File: src/sv/u2u_pkg.sv
`default_nettype none

package u2u_pkg;

  // Default capacity of one frame in UTF-16 code units.
  localparam int unsigned MAX_UNITS_DEFAULT = 128;

  // Item actions.
  typedef enum logic [1:0] {
    ACT_BEGIN = 2'd0,
    ACT_TEXT  = 2'd1,
    ACT_END   = 2'd2
  } action_e;

  // Kinds of command handed from the front to the back.
  typedef enum logic [1:0] {
    CMD_HEADER  = 2'd0,
    CMD_UNIT    = 2'd1,
    CMD_TRAILER = 2'd2
  } cmd_kind_e;

  // One queued command: ids for a header, a code unit in the low half.
  typedef struct packed {
    cmd_kind_e   kind;
    logic [31:0] data;
  } cmd_t;

  // Head of the command queue as the back sees it.
  typedef struct packed {
    logic valid;
    cmd_t cmd;
  } q_head_t;

  // Frame header and trailer bytes.
  localparam logic [7:0] HDR_B0 = 8'hAA;
  localparam logic [7:0] HDR_B1 = 8'hB1;
  localparam logic [7:0] HDR_B2 = 8'h10;
  localparam logic [7:0] TRL_B0 = 8'hCC;
  localparam logic [7:0] TRL_B1 = 8'h33;
  localparam logic [7:0] TRL_B2 = 8'hC3;
  localparam logic [7:0] TRL_B3 = 8'h3C;

  // Index of the last byte for each command kind.
  localparam logic [2:0] HDR_LAST_IDX = 3'd6;
  localparam logic [2:0] UNIT_LAST_IDX = 3'd1;
  localparam logic [2:0] TRL_LAST_IDX = 3'd3;

endpackage

`default_nettype wire

File: src/sv/u2u_front.sv
`default_nettype none

module u2u_front import u2u_pkg::*; #(
  parameter int unsigned MAX_UNITS = MAX_UNITS_DEFAULT
) (
  input  wire logic        clk_i,
  input  wire logic        rst_ni,
  input  wire logic        pure_mode_i,
  input  wire logic        in_valid_i,
  output logic             in_ready_o,
  input  wire logic [1:0]  action_i,
  input  wire logic [15:0] screen_number_i,
  input  wire logic [15:0] control_number_i,
  input  wire logic [7:0]  text_byte_i,
  input  wire logic        q_full_i,
  output logic             push_o,
  output cmd_t             push_cmd_o
);

  localparam int unsigned UnitW = $clog2(MAX_UNITS + 1);
  localparam logic [UnitW-1:0] UnitMax = UnitW'(MAX_UNITS);

  logic [1:0]       pend_q, pend_d;
  logic [15:0]      partial_q, partial_d;
  logic [UnitW-1:0] units_q, units_d;
  logic             accept;
  logic             emit;
  logic             unit_req;
  logic [15:0]      unit_code;
  cmd_t             cmd;

  assign in_ready_o = !q_full_i;
  assign accept     = in_valid_i && in_ready_o;

  // Decoder state and command selection for the item at the port.
  always_comb begin
    pend_d    = pend_q;
    partial_d = partial_q;
    units_d   = units_q;
    emit      = 1'b0;
    unit_req  = 1'b0;
    unit_code = 16'h0000;
    cmd.kind  = CMD_UNIT;
    cmd.data  = 32'h0;
    unique case (action_i)
      ACT_BEGIN: begin
        pend_d    = 2'd0;
        partial_d = 16'h0000;
        units_d   = '0;
        emit      = 1'b1;
        cmd.kind  = CMD_HEADER;
        cmd.data  = {screen_number_i, control_number_i};
      end
      ACT_TEXT: begin
        if (pend_q == 2'd2) begin
          partial_d = partial_q | {4'h0, text_byte_i[5:0], 6'h00};
          pend_d    = 2'd1;
        end else if (pend_q == 2'd1) begin
          unit_code = partial_q | {10'h000, text_byte_i[5:0]};
          unit_req  = 1'b1;
          pend_d    = 2'd0;
          partial_d = 16'h0000;
        end else if (!text_byte_i[7]) begin
          unit_code = {8'h00, text_byte_i};
          unit_req  = 1'b1;
        end else if (text_byte_i[7:5] == 3'b110) begin
          partial_d = {5'h00, text_byte_i[4:0], 6'h00};
          pend_d    = 2'd1;
        end else if (text_byte_i[7:4] == 4'b1110) begin
          partial_d = {text_byte_i[3:0], 12'h000};
          pend_d    = 2'd2;
        end
        // A finished character counts and goes out only while there is room.
        if (unit_req && (units_q < UnitMax)) begin
          units_d  = units_q + UnitW'(1);
          emit     = 1'b1;
          cmd.kind = CMD_UNIT;
          cmd.data = {16'h0000, unit_code};
        end
      end
      ACT_END: begin
        pend_d    = 2'd0;
        partial_d = 16'h0000;
        units_d   = '0;
        emit      = 1'b1;
        cmd.kind  = CMD_TRAILER;
      end
      default: begin
        emit = 1'b0;
      end
    endcase
  end

  // State changes in pure mode too; only the push is held back.
  assign push_o     = accept && emit && !pure_mode_i;
  assign push_cmd_o = cmd;

  always_ff @(posedge clk_i or negedge rst_ni) begin
    if (!rst_ni) begin
      pend_q    <= 2'd0;
      partial_q <= 16'h0000;
      units_q   <= '0;
    end else if (accept) begin
      pend_q    <= pend_d;
      partial_q <= partial_d;
      units_q   <= units_d;
    end
  end

endmodule

`default_nettype wire

File: src/sv/u2u_queue.sv
`default_nettype none

module u2u_queue import u2u_pkg::*; (
  input  wire logic clk_i,
  input  wire logic rst_ni,
  input  wire logic push_i,
  input  wire cmd_t push_cmd_i,
  input  wire logic pop_i,
  output logic      full_o,
  output q_head_t   head_o
);

  cmd_t       mem_q [2];
  logic       wr_ptr_q;
  logic       rd_ptr_q;
  logic [1:0] count_q;

  assign full_o       = (count_q == 2'd2);
  assign head_o.valid = (count_q != 2'd0);
  assign head_o.cmd   = mem_q[rd_ptr_q];

  // Entry storage needs no reset.
  always_ff @(posedge clk_i) begin
    if (push_i) begin
      mem_q[wr_ptr_q] <= push_cmd_i;
    end
  end

  // Pointers and fill count.
  always_ff @(posedge clk_i or negedge rst_ni) begin
    if (!rst_ni) begin
      wr_ptr_q <= 1'b0;
      rd_ptr_q <= 1'b0;
      count_q  <= 2'd0;
    end else begin
      if (push_i) begin
        wr_ptr_q <= !wr_ptr_q;
      end
      if (pop_i) begin
        rd_ptr_q <= !rd_ptr_q;
      end
      case ({push_i, pop_i})
        2'b10:   count_q <= count_q + 2'd1;
        2'b01:   count_q <= count_q - 2'd1;
        default: count_q <= count_q;
      endcase
    end
  end

endmodule

`default_nettype wire

File: src/sv/u2u_back.sv
`default_nettype none

module u2u_back import u2u_pkg::*; (
  input  wire logic       clk_i,
  input  wire logic       rst_ni,
  input  wire q_head_t    head_i,
  output logic            pop_o,
  output logic            out_valid_o,
  input  wire logic       out_ready_i,
  output logic [7:0]      out_byte_o,
  output logic            frame_last_o
);

  logic [2:0] idx_q;
  logic [2:0] last_idx;
  logic       is_last;
  logic       xfer;

  assign out_valid_o = head_i.valid;
  assign xfer        = out_valid_o && out_ready_i;

  // Byte selection for the current position within the head command.
  always_comb begin
    out_byte_o = 8'h00;
    last_idx   = UNIT_LAST_IDX;
    unique case (head_i.cmd.kind)
      CMD_HEADER: begin
        last_idx = HDR_LAST_IDX;
        case (idx_q)
          3'd0:    out_byte_o = HDR_B0;
          3'd1:    out_byte_o = HDR_B1;
          3'd2:    out_byte_o = HDR_B2;
          3'd3:    out_byte_o = head_i.cmd.data[31:24];
          3'd4:    out_byte_o = head_i.cmd.data[23:16];
          3'd5:    out_byte_o = head_i.cmd.data[15:8];
          default: out_byte_o = head_i.cmd.data[7:0];
        endcase
      end
      CMD_UNIT: begin
        last_idx   = UNIT_LAST_IDX;
        out_byte_o = idx_q[0] ? head_i.cmd.data[7:0] : head_i.cmd.data[15:8];
      end
      CMD_TRAILER: begin
        last_idx = TRL_LAST_IDX;
        case (idx_q[1:0])
          2'd0:    out_byte_o = TRL_B0;
          2'd1:    out_byte_o = TRL_B1;
          2'd2:    out_byte_o = TRL_B2;
          default: out_byte_o = TRL_B3;
        endcase
      end
      default: begin
        last_idx   = UNIT_LAST_IDX;
        out_byte_o = 8'h00;
      end
    endcase
  end

  assign is_last      = (idx_q == last_idx);
  assign frame_last_o = is_last && (head_i.cmd.kind == CMD_TRAILER);
  assign pop_o        = xfer && is_last;

  // Byte position within the head command.
  always_ff @(posedge clk_i or negedge rst_ni) begin
    if (!rst_ni) begin
      idx_q <= 3'd0;
    end else if (xfer) begin
      idx_q <= is_last ? 3'd0 : idx_q + 3'd1;
    end
  end

endmodule

`default_nettype wire

File: src/sv/utf8_to_utf16be_text_framer.sv
// Text-update frame builder. Items enter on the in_* channel: a begin item
// emits AA B1 10 and the screen and control ids high byte first, each text
// item feeds one UTF-8 byte to a decoder that emits each finished character
// as a UTF-16BE code unit, and an end item emits CC 33 C3 3C with
// frame_last_o set on the final byte. At most MAX_UNITS code units go out
// per frame; the pure mode register silences the output of items taken while
// it is set. The front accepts one item per cycle while its two-entry command
// queue has room, and the back sends one byte per cycle while out_ready_i is
// high. An item yields 2 bytes for a character, 7 for a begin, 4 for an end,
// none for a lead or dropped byte. Plain ASCII text is limited by the
// one-byte-wide output serializer, since each character becomes two bytes.
`default_nettype none

module utf8_to_utf16be_text_framer import u2u_pkg::*; #(
  parameter int unsigned MAX_UNITS = MAX_UNITS_DEFAULT
) (
  input  wire logic        clk_i,
  input  wire logic        rst_ni,
  input  wire logic        cfg_valid_i,
  output logic             cfg_ready_o,
  input  wire logic        cfg_pure_mode_i,
  input  wire logic        in_valid_i,
  output logic             in_ready_o,
  input  wire logic [1:0]  action_i,
  input  wire logic [15:0] screen_number_i,
  input  wire logic [15:0] control_number_i,
  input  wire logic [7:0]  text_byte_i,
  output logic             out_valid_o,
  input  wire logic        out_ready_i,
  output logic [7:0]       out_byte_o,
  output logic             frame_last_o
);

  logic    pure_mode_q;
  logic    q_full;
  logic    push;
  cmd_t    push_cmd;
  logic    pop;
  q_head_t head;

  // Configuration register, always ready.
  assign cfg_ready_o = 1'b1;

  always_ff @(posedge clk_i or negedge rst_ni) begin
    if (!rst_ni) begin
      pure_mode_q <= 1'b0;
    end else if (cfg_valid_i && cfg_ready_o) begin
      pure_mode_q <= cfg_pure_mode_i;
    end
  end

  // Front: accepts items, decodes UTF-8 and queues commands.
  u2u_front #(
    .MAX_UNITS(MAX_UNITS)
  ) u_front (
    .clk_i,
    .rst_ni,
    .pure_mode_i      (pure_mode_q),
    .in_valid_i,
    .in_ready_o,
    .action_i,
    .screen_number_i,
    .control_number_i,
    .text_byte_i,
    .q_full_i         (q_full),
    .push_o           (push),
    .push_cmd_o       (push_cmd)
  );

  // Command queue between front and back.
  u2u_queue u_queue (
    .clk_i,
    .rst_ni,
    .push_i     (push),
    .push_cmd_i (push_cmd),
    .pop_i      (pop),
    .full_o     (q_full),
    .head_o     (head)
  );

  // Back: serializes each command into frame bytes.
  u2u_back u_back (
    .clk_i,
    .rst_ni,
    .head_i       (head),
    .pop_o        (pop),
    .out_valid_o,
    .out_ready_i,
    .out_byte_o,
    .frame_last_o
  );

endmodule

`default_nettype wire

File: config.mk
export PLATFORM = sky130hd
export DESIGN_NAME = utf8_to_utf16be_text_framer
export DESIGN_NICKNAME = d
export VERILOG_FILES = /design/src/sv/u2u_pkg.sv /design/src/sv/u2u_front.sv /design/src/sv/u2u_queue.sv /design/src/sv/u2u_back.sv /design/src/sv/utf8_to_utf16be_text_framer.sv
export SDC_FILE = /design/constraint.sdc
export NUM_CORES = 1
export LEC_CHECK = 0
export ABC_AREA = 1
export BUFFER_PORTS_ARGS = -buffer_cell sky130_fd_sc_hd__buf_2
export CAP_MARGIN = 40
export CORE_MARGIN = 2
export CORE_UTILIZATION = 25
export CTS_CLUSTER_DIAMETER = 30
export DETAILED_ROUTE_END_ITERATION = 12
export PLACE_DENSITY = 0.4
export SYNTH_ARGS = -nofsm -noshare
export SYNTH_HDL_FRONTEND = slang
export SYNTH_SLANG_ARGS = --single-unit
export TNS_END_PERCENT = 10
File: constraint.sdc
create_clock -name clk_i -period 3.5 [get_ports clk_i]
set_clock_uncertainty 0.05 [all_clocks]
set_input_delay 0.35 -clock clk_i [delete_from_list [all_inputs] [get_ports clk_i]]
set_output_delay 0.35 -clock clk_i [all_outputs]
set_load 0.02 [all_outputs]
==> key figures, run 1 <==
Critical path
  • CP max stage delay: a little over 700 ps
  • Crit path DAT: 2610 ps
  • Crit-path cells: ha_1, ha_1, nor2_1, nand3b_2, nand2_1, inv_1, nand2_1, nand2_1, nand2_1, buf_2
  • Worst path slowest cell: dfrtp_1
  • Max Fanout on Critical Path: 17
  • CP endpoint kind: output port
  • Kind of critical path: reg -> out
  • Crit path required time: 3100 ps
  • Crit path launch type: flip-flop
  • Critical path's most frequent cell: nand2_1
  • CP bufs+invs: 2
  • CP delay by family, top: flip-flops

Layout
  • Most frequent cells in the layout: 192 x nand2_1, 70 x nor2_1, 68 x edfxtp_1, 60 x inv_1
  • Share of layout cells above drive strength 1: 0.188
  • Final Non-Filler Cells: about 950
  • Core Util, Final: 0.290
  • Antenna fix cells: 0
  • Commonest non-fill, non-tap cell in the layout: nand2_1
  • Synthesis-to-layout area growth: 14.7%
  • Net count, final: 727

Routing
  • Initial DRC Count: 197
  • ANT nets after route: 0
  • DRT Pass-1 Iters: 4
  • DR WL/cell: between 10 and 15 µm
  • DRC Markers: 0
  • Via/cell ratio: 4.35
  • Total number of vias: 4127
  • Final WL: 13900 µm

STA
  • F_max: 332 MHz
  • Setup TNS: 0 ps
  • # setup viols final: 0
  • Max-slew headroom: 0.518
  • Final hold violations: 0
  • Unrepaired setup endpoints after global routing: no
  • Pins Over Slew Limit: 0
  • Worst slew pin tran: 724 ps
  • Final Critical Period: roughly 3000 ps
  • Final period utilization: 0.860

Place
  • Routability cong.: around 0.85
  • Dpl cells: around 930
  • PortBufs: 58
  • DP Wirelength: 9930 µm

Logic synthesis
  • Async SR Flop Fraction: 0.292
  • Post-synthesis sequential area ratio: 0.520
  • Post-Syn Instances: 620
  • FF+latch count, synth: 96
  • Top FF cell, synth: edfxtp_1
  • Unique masters post-synth: 38
  • Post-synth EDFFs: 68
  • Syn nets: 678
  • Mapped cell area: 0.00527 mm²
  • Post-Syn Area per Cell: approximately 8.5 µm²
  • Ys Warns: 0

Power
  • Cell Int Power: 0.00245 W
  • Switch Pwr: 0.00187 W
  • Clk pwr share: 0.225
  • PwrDens: 714 mW/mm²
  • Pwr Total: 0.00432 W
  • Net Sw Frac: 0.432
  • Leakage: 2.82 nW
  • VDD IR-drop max: between 200 and 250 µV
  • Logic pwr share: 0.415
  • Seq pwr share: 0.360

Clock network
  • CTS Buf Count: 9
  • # clock sinks: 96
  • Worst-path clk slew: 70 ps
  • Clk_lat worst skew: 350 ps
  • H-tree depth: 3
  • CTS resizes: 0
  • CTS Hold Bufs: 0
  • CTS tree: built
  • Clock root buffer: clkbuf_16
  • CTS Buffer Depth: 2
  • # Post-CTS Setup Buffers: 0

Floorplan
  • I/O Pins: 60
  • Initial Util: 0.252
  • # rows: 53
  • Overall die height: 149 µm
  • Die Area: around 0.022 mm²
  • Die Width: between 100 and 150 µm
  • Core region area: ~0.021 mm²

GRT
  • Largest net degree at the start of global routing: 44
  • GRT Overall Usage: 0.130
  • Initial antenna violation count: 0
  • Number of global-route vias before repair: 4170
  • First-pass GRT wire length: 22100 µm
  • GR Overflow Total: 0

Hold path
  • Worst hold path class: in -> async

Outcome
  • Status: complete, no violations

Flow run
  • Max Cap Viol: 0
## through the flow
step	worst slack, ps	cell area (µm²)	hold WS [ps]
2_1_floorplan	304	5270	4.41
3_3_place_gp	830	5760	405
3_5_place_dp	788	5760	408
4_1_cts	442	6050	21.3
5_1_grt	270	6050	54.3
6_report	489	6050	3.58
## cell usage after synthesis (4+ instances only)
| cell type | count | share of area |
|---|---|---|
| o21ai_1 | 7 | 0.0066 |
| nand2_1 | 192 | 0.14 |
| ha_1 | 10 | 0.024 |
| buf_2 | 6 | 0.0057 |
| nand3_1 | 58 | 0.055 |
| inv_1 | 60 | 0.043 |
| buf_6 | 7 | 0.015 |
| o21ai_0 | 12 | 0.011 |
| o211ai_1 | 4 | 0.0057 |
| nor2_1 | 71 | 0.051 |
| nand2_2 | 19 | 0.023 |
| nand4_1 | 14 | 0.017 |
| dfrtp_1 | 28 | 0.13 |
| inv_2 | 5 | 0.0036 |
| buf_4 | 5 | 0.0071 |
| o21ai_2 | 8 | 0.013 |
| a21oi_1 | 9 | 0.0085 |
| clkbuf_1 | 5 | 0.0036 |
| o21bai_1 | 4 | 0.0057 |
| or2_2 | 4 | 0.0047 |
| edfxtp_1 | 68 | 0.39 |
## registers in the layout, indices dropped and copies added (netlist names)
name               count
u_queue.wr_ptr_q       1
u_queue.mem_q         68
u_queue.rd_ptr_q       1
u_queue.count_q        2
u_front.partial_q     10
pure_mode_q            1
u_front.units_q        8
u_front.pend_q         2
u_back.idx_q           3
## layout make-up
class / count / area (µm²)
inverter: 67 / 256
multi-input combinational: 432 / 2090
timing repair buffer: 63 / 328
tap: 275 / 344
fill: 2236 / 14800
sequential: 96 / 2740
clock inverter: 7 / 61.3
clock buffer: 9 / 225
## power by group through the flow
stage	sequential [W]	clock [W]	combinational, W
2_1_floorplan	0.00153	0	0.00139
3_3_place_gp	0.00157	0	0.00182
3_5_place_dp	0.00158	0	0.00182
4_1_cts	0.00155	0.00101	0.00183
5_1_grt	0.00158	0.00105	0.00203
6_report	0.00156	0.000971	0.00179
## metal layers
metal,track usage,share of wire,vias up
met3,0.0171,0.023,19
li1,-,-,2104
met1,0.168,0.47,1943
met4,0.0590,0.019,0
met5,0,0,-
met2,0.217,0.49,61
## path summary, 6_finish.rpt
check / from / endpoint / slack, ps / cells after the start
max in group asynchronous: rst_ni / u_queue.rd_ptr_q / 2930 / 1
setup / recovery: u_back.idx_q[0] / out_byte_o[3] / 490 / 10
hold reg to reg: u_queue.wr_ptr_q / u_queue.wr_ptr_q / 430 / 2
hold / removal: rst_ni / u_front.pend_q[0] / 4 / 1
min in group clk_i: cfg_valid_i / pure_mode_q / 150 / 2
setup reg to reg: u_queue.count_q[0] / u_queue.mem_q[0][30] / 950 / 8
## logic make-up after synthesis
logic type,Yosys count,share of synthesized area
adder cells (fa/ha/maj),10,0.0237
other,1,0.000711
AO/OA/AOI/OAI,47,0.0555
AND/OR/NAND/NOR,372,0.313
XOR/XNOR,2,0.00332
buffers and inverters,92,0.0835
flip-flops,96,0.520
No activity file was read; power rests on OpenSTA's default activity.
==> run 2: changes to the inputs <==
--- a/config.mk
+++ b/config.mk
@@ -10,9 +10,10 @@
 export CAP_MARGIN = 40
 export CORE_MARGIN = 2
 export CORE_UTILIZATION = 25
+export CTS_BUF_LIST = sky130_fd_sc_hd__clkbuf_16
 export CTS_CLUSTER_DIAMETER = 30
 export DETAILED_ROUTE_END_ITERATION = 12
-export PLACE_DENSITY = 0.4
+export PLACE_DENSITY = 0.41
 export SYNTH_ARGS = -nofsm -noshare
 export SYNTH_HDL_FRONTEND = slang
 export SYNTH_SLANG_ARGS = --single-unit
==> constraint.sdc (replaced) <==
create_clock -name clk_i -period 2.7 [get_ports clk_i]
set_clock_uncertainty 0.05 [all_clocks]
set_input_delay 0.27 -clock clk_i [delete_from_list [all_inputs] [get_ports clk_i]]
set_output_delay 0.27 -clock clk_i [all_outputs]
set_load 0.02 [all_outputs]
==> run 2 against run 1 <==
Net effect: die area stayed put; sequential power is 28% higher; sequential cell count stayed put; clock power is 39% higher; register-to-register slack worse by 600 ps; setup slack worse by 310 ps; global-route usage is 0.12 points lower; total power is 34% higher; final area is 2.0% higher; non-clock buffer count is 7 higher; core utilization is 0.58 points higher; critical path depth stayed put.
==> key figures, run 2 (synthesized netlist as in run 1, its figures left out) <==
GRT
  • First-pass GRT wire length: 22100 µm (about the same)
  • Largest net degree at the start of global routing: 35 (-20%)
  • GRT Overall Usage: 0.129 (-0.00119)
  • GR Overflow Total: 0 (unchanged)
  • Initial antenna violation count: 0 (unchanged)
  • Number of global-route vias before repair: 4231 (+1.5%)

Layout
  • Largest regs: u_queue.mem_q x68, u_front.partial_q x10, u_front.units_q x8
  • Synthesis-to-layout area growth: 17.0%
  • Net count, final: 734 (+0.96%)
  • Most frequent cells in the layout: 192 x nand2_1, 69 x nor2_1, 68 x edfxtp_1, 61 x inv_1
  • Share of layout cells above drive strength 1: 0.195 (+0.00687)
  • Antenna fix cells: 0 (unchanged)
  • Commonest non-fill, non-tap cell in the layout: nand2_1
  • Top reg by flops: u_queue.mem_q
  • Core Util, Final: 0.295 (+0.00575)
  • Multi-input combinational cell area: 0.00211 mm² (+0.66%)
  • Max reg flops: 68 (unchanged)
  • Final Non-Filler Cells: 956 (+0.74%)
  • Register area: 0.00274 mm² (unchanged)
  • Fillers: 2248 (+0.54%)

Routing
  • DRT Pass-1 Iters: 4 (unchanged)
  • DR WL/cell: 14.4 µm (-2.2%)
  • Final WL: 13700 µm (-1.4%)
  • Via/cell ratio: 4.37 (+0.45%)
  • Total number of vias: 4176 (+1.2%)
  • ANT nets after route: 0 (unchanged)
  • Initial DRC Count: 264 (+34%)
  • DRC Markers: 0 (unchanged)

Power
  • PwrDens: 941 mW/mm² (+32%)
  • Clk pwr share: 0.233 (+0.008)
  • Pwr Total: 0.00581 W (+34%)
  • Leakage: 2.88 nW (+2.0%)
  • Logic pwr share: 0.424 (+0.009)
  • Cell Int Power: 0.00340 W (+39%)
  • VDD IR-drop max: 342 µV (+53%)
  • Seq pwr share: 0.343 (-0.017)
  • Net Sw Frac: 0.414 (-0.0184)
  • Switch Pwr: 0.00240 W (+29%)

Clock network
  • CTS tree: built
  • Clk_lat worst skew: 350 ps (about the same)
  • Worst-path clk slew: 70 ps (about the same)
  • # clock sinks: 96 (unchanged)
  • CTS Buf Count: 9 (unchanged)
  • Clock root buffer: clkbuf_16
  • H-tree depth: 3 (unchanged)
  • CTS Buffer Depth: 2 (unchanged)

STA
  • # setup viols final: 0 (unchanged)
  • Hold WS: 68.2 ps (+64.6 ps)
  • Setup TNS: 0 ps (unchanged)
  • Pins Over Slew Limit: 0 (unchanged)
  • Final period utilization: 0.934
  • Final Critical Period: 2520 ps
  • Worst slew pin tran: 733 ps (+9.89 ps)
  • F_max: 397 MHz
  • Unrepaired setup endpoints after global routing: no
  • Final hold violations: 0 (unchanged)
  • Max-slew headroom: 0.511 (-0.00659)

Critical path
  • Kind of critical path: reg -> out
  • Crit path launch type: flip-flop
  • Max Fanout on Critical Path: 16 (-1)
  • Crit path DAT: 2200 ps (-410 ps)
  • CP endpoint kind: output port
  • Worst setup startpoint: u_back.idx_q[0]
  • Crit path required time: 2380 ps (-720 ps)
  • Worst r2r src: u_front.pend_q[0]

Floorplan
  • Core region area: 0.0209 mm² (unchanged)
  • I/O Pins: 60 (unchanged)
  • Die Area: 0.0223 mm² (unchanged)
  • Initial Util: 0.252 (unchanged)
  • # rows: 53 (unchanged)
  • Overall die height: 149 µm (unchanged)
  • Die Width: 149 µm (unchanged)

Hold path
  • Worst hold path class: in -> reg
  • Hold path startpoint: cfg_valid_i

Place
  • Routability cong.: 0.899 (+6.0%)
  • PortBufs: 58 (unchanged)
  • Dpl cells: 939 (+0.64%)
  • DP Wirelength: 9940 µm (about the same)

Outcome
  • Status: complete, no violations

Flow run
  • Max Cap Viol: 0 (unchanged)
[run 2: cell types whose count changed in the layout (fill, tap and decap cells not counted), sizes merged]
cell         delta
bufinv          +2
inv             -1
buf             +6
clkinv          -1
dlygate4sd3     +1
[run 2: cell type report]
class	instances	area share
flip-flops and latches	96	0.444
multi-input cells	432	0.341
repair buffers	70	0.0661
well taps	275	0.0558
inverters	67	0.0416
clock buffers	9	0.0365
clock inverters	7	0.0142
[run 2: worst max-delay path, stage by stage, from the launching register on]
cell and delay, ps:
dfrtp_1 350, buf_4 220, inv_2 130, ha_1 270, nand2_1 170, inv_2 90
nand2_1 80, nand3_1 100, o21ai_1 150, nand2_1 100, buf_2 170
[run 2: what timing repair did]
item                                    CTS  global route
hold buffers                              1             0
buffers inserted                          0             0
hold endpoints to repair                 28             0
gates resized for setup                   0             4
endpoints found under the setup margin    0             8
[run 2: path summary, 6_finish.rpt]
| kind | endpoint | slack (ps) | cells past startpoint |
|---|---|---|---|
| setup / recovery | out_byte_o[1] | 180 | 10 |
| hold / removal | pure_mode_q | 70 | 2 |
| setup reg to reg | u_queue.count_q[1] | 350 | 12 |
| hold reg to reg | u_queue.wr_ptr_q | 430 | 2 |
| max in group asynchronous | u_queue.rd_ptr_q | 1660 | 2 |
| min in group asynchronous | u_front.units_q[5] | 470 | 2 |
[run 2: power groups by stage]
stage	clock (W)	combinational, W	sequential [W]
after global routing	0.00146	0.00277	0.00202
after detailed placement	0	0.00244	0.00202
after floorplan	0	0.00180	0.00198
after CTS	0.00140	0.00246	0.00199
final	0.00135	0.00246	0.00199
after global placement	0	0.00244	0.00202
[run 2: routing by layer]
layer / track usage / vias up / routed length (µm)
met5: 0 / - / 0
li1: - / 2117 / -
met3: 0.0284 / 16 / 495
met4: 0.0433 / 0 / 242
met1: 0.169 / 1957 / 6400
met2: 0.211 / 86 / 6590
[run 2: through the flow]
stage / cell area (µm²) / setup slack (ps)
floorplan: 5280 / 75.5
global placement: 5830 / 380
detailed placement: 5830 / 351
CTS: 6160 / 13.5
global route: 6170 / 43.0
finish: 6170 / 179
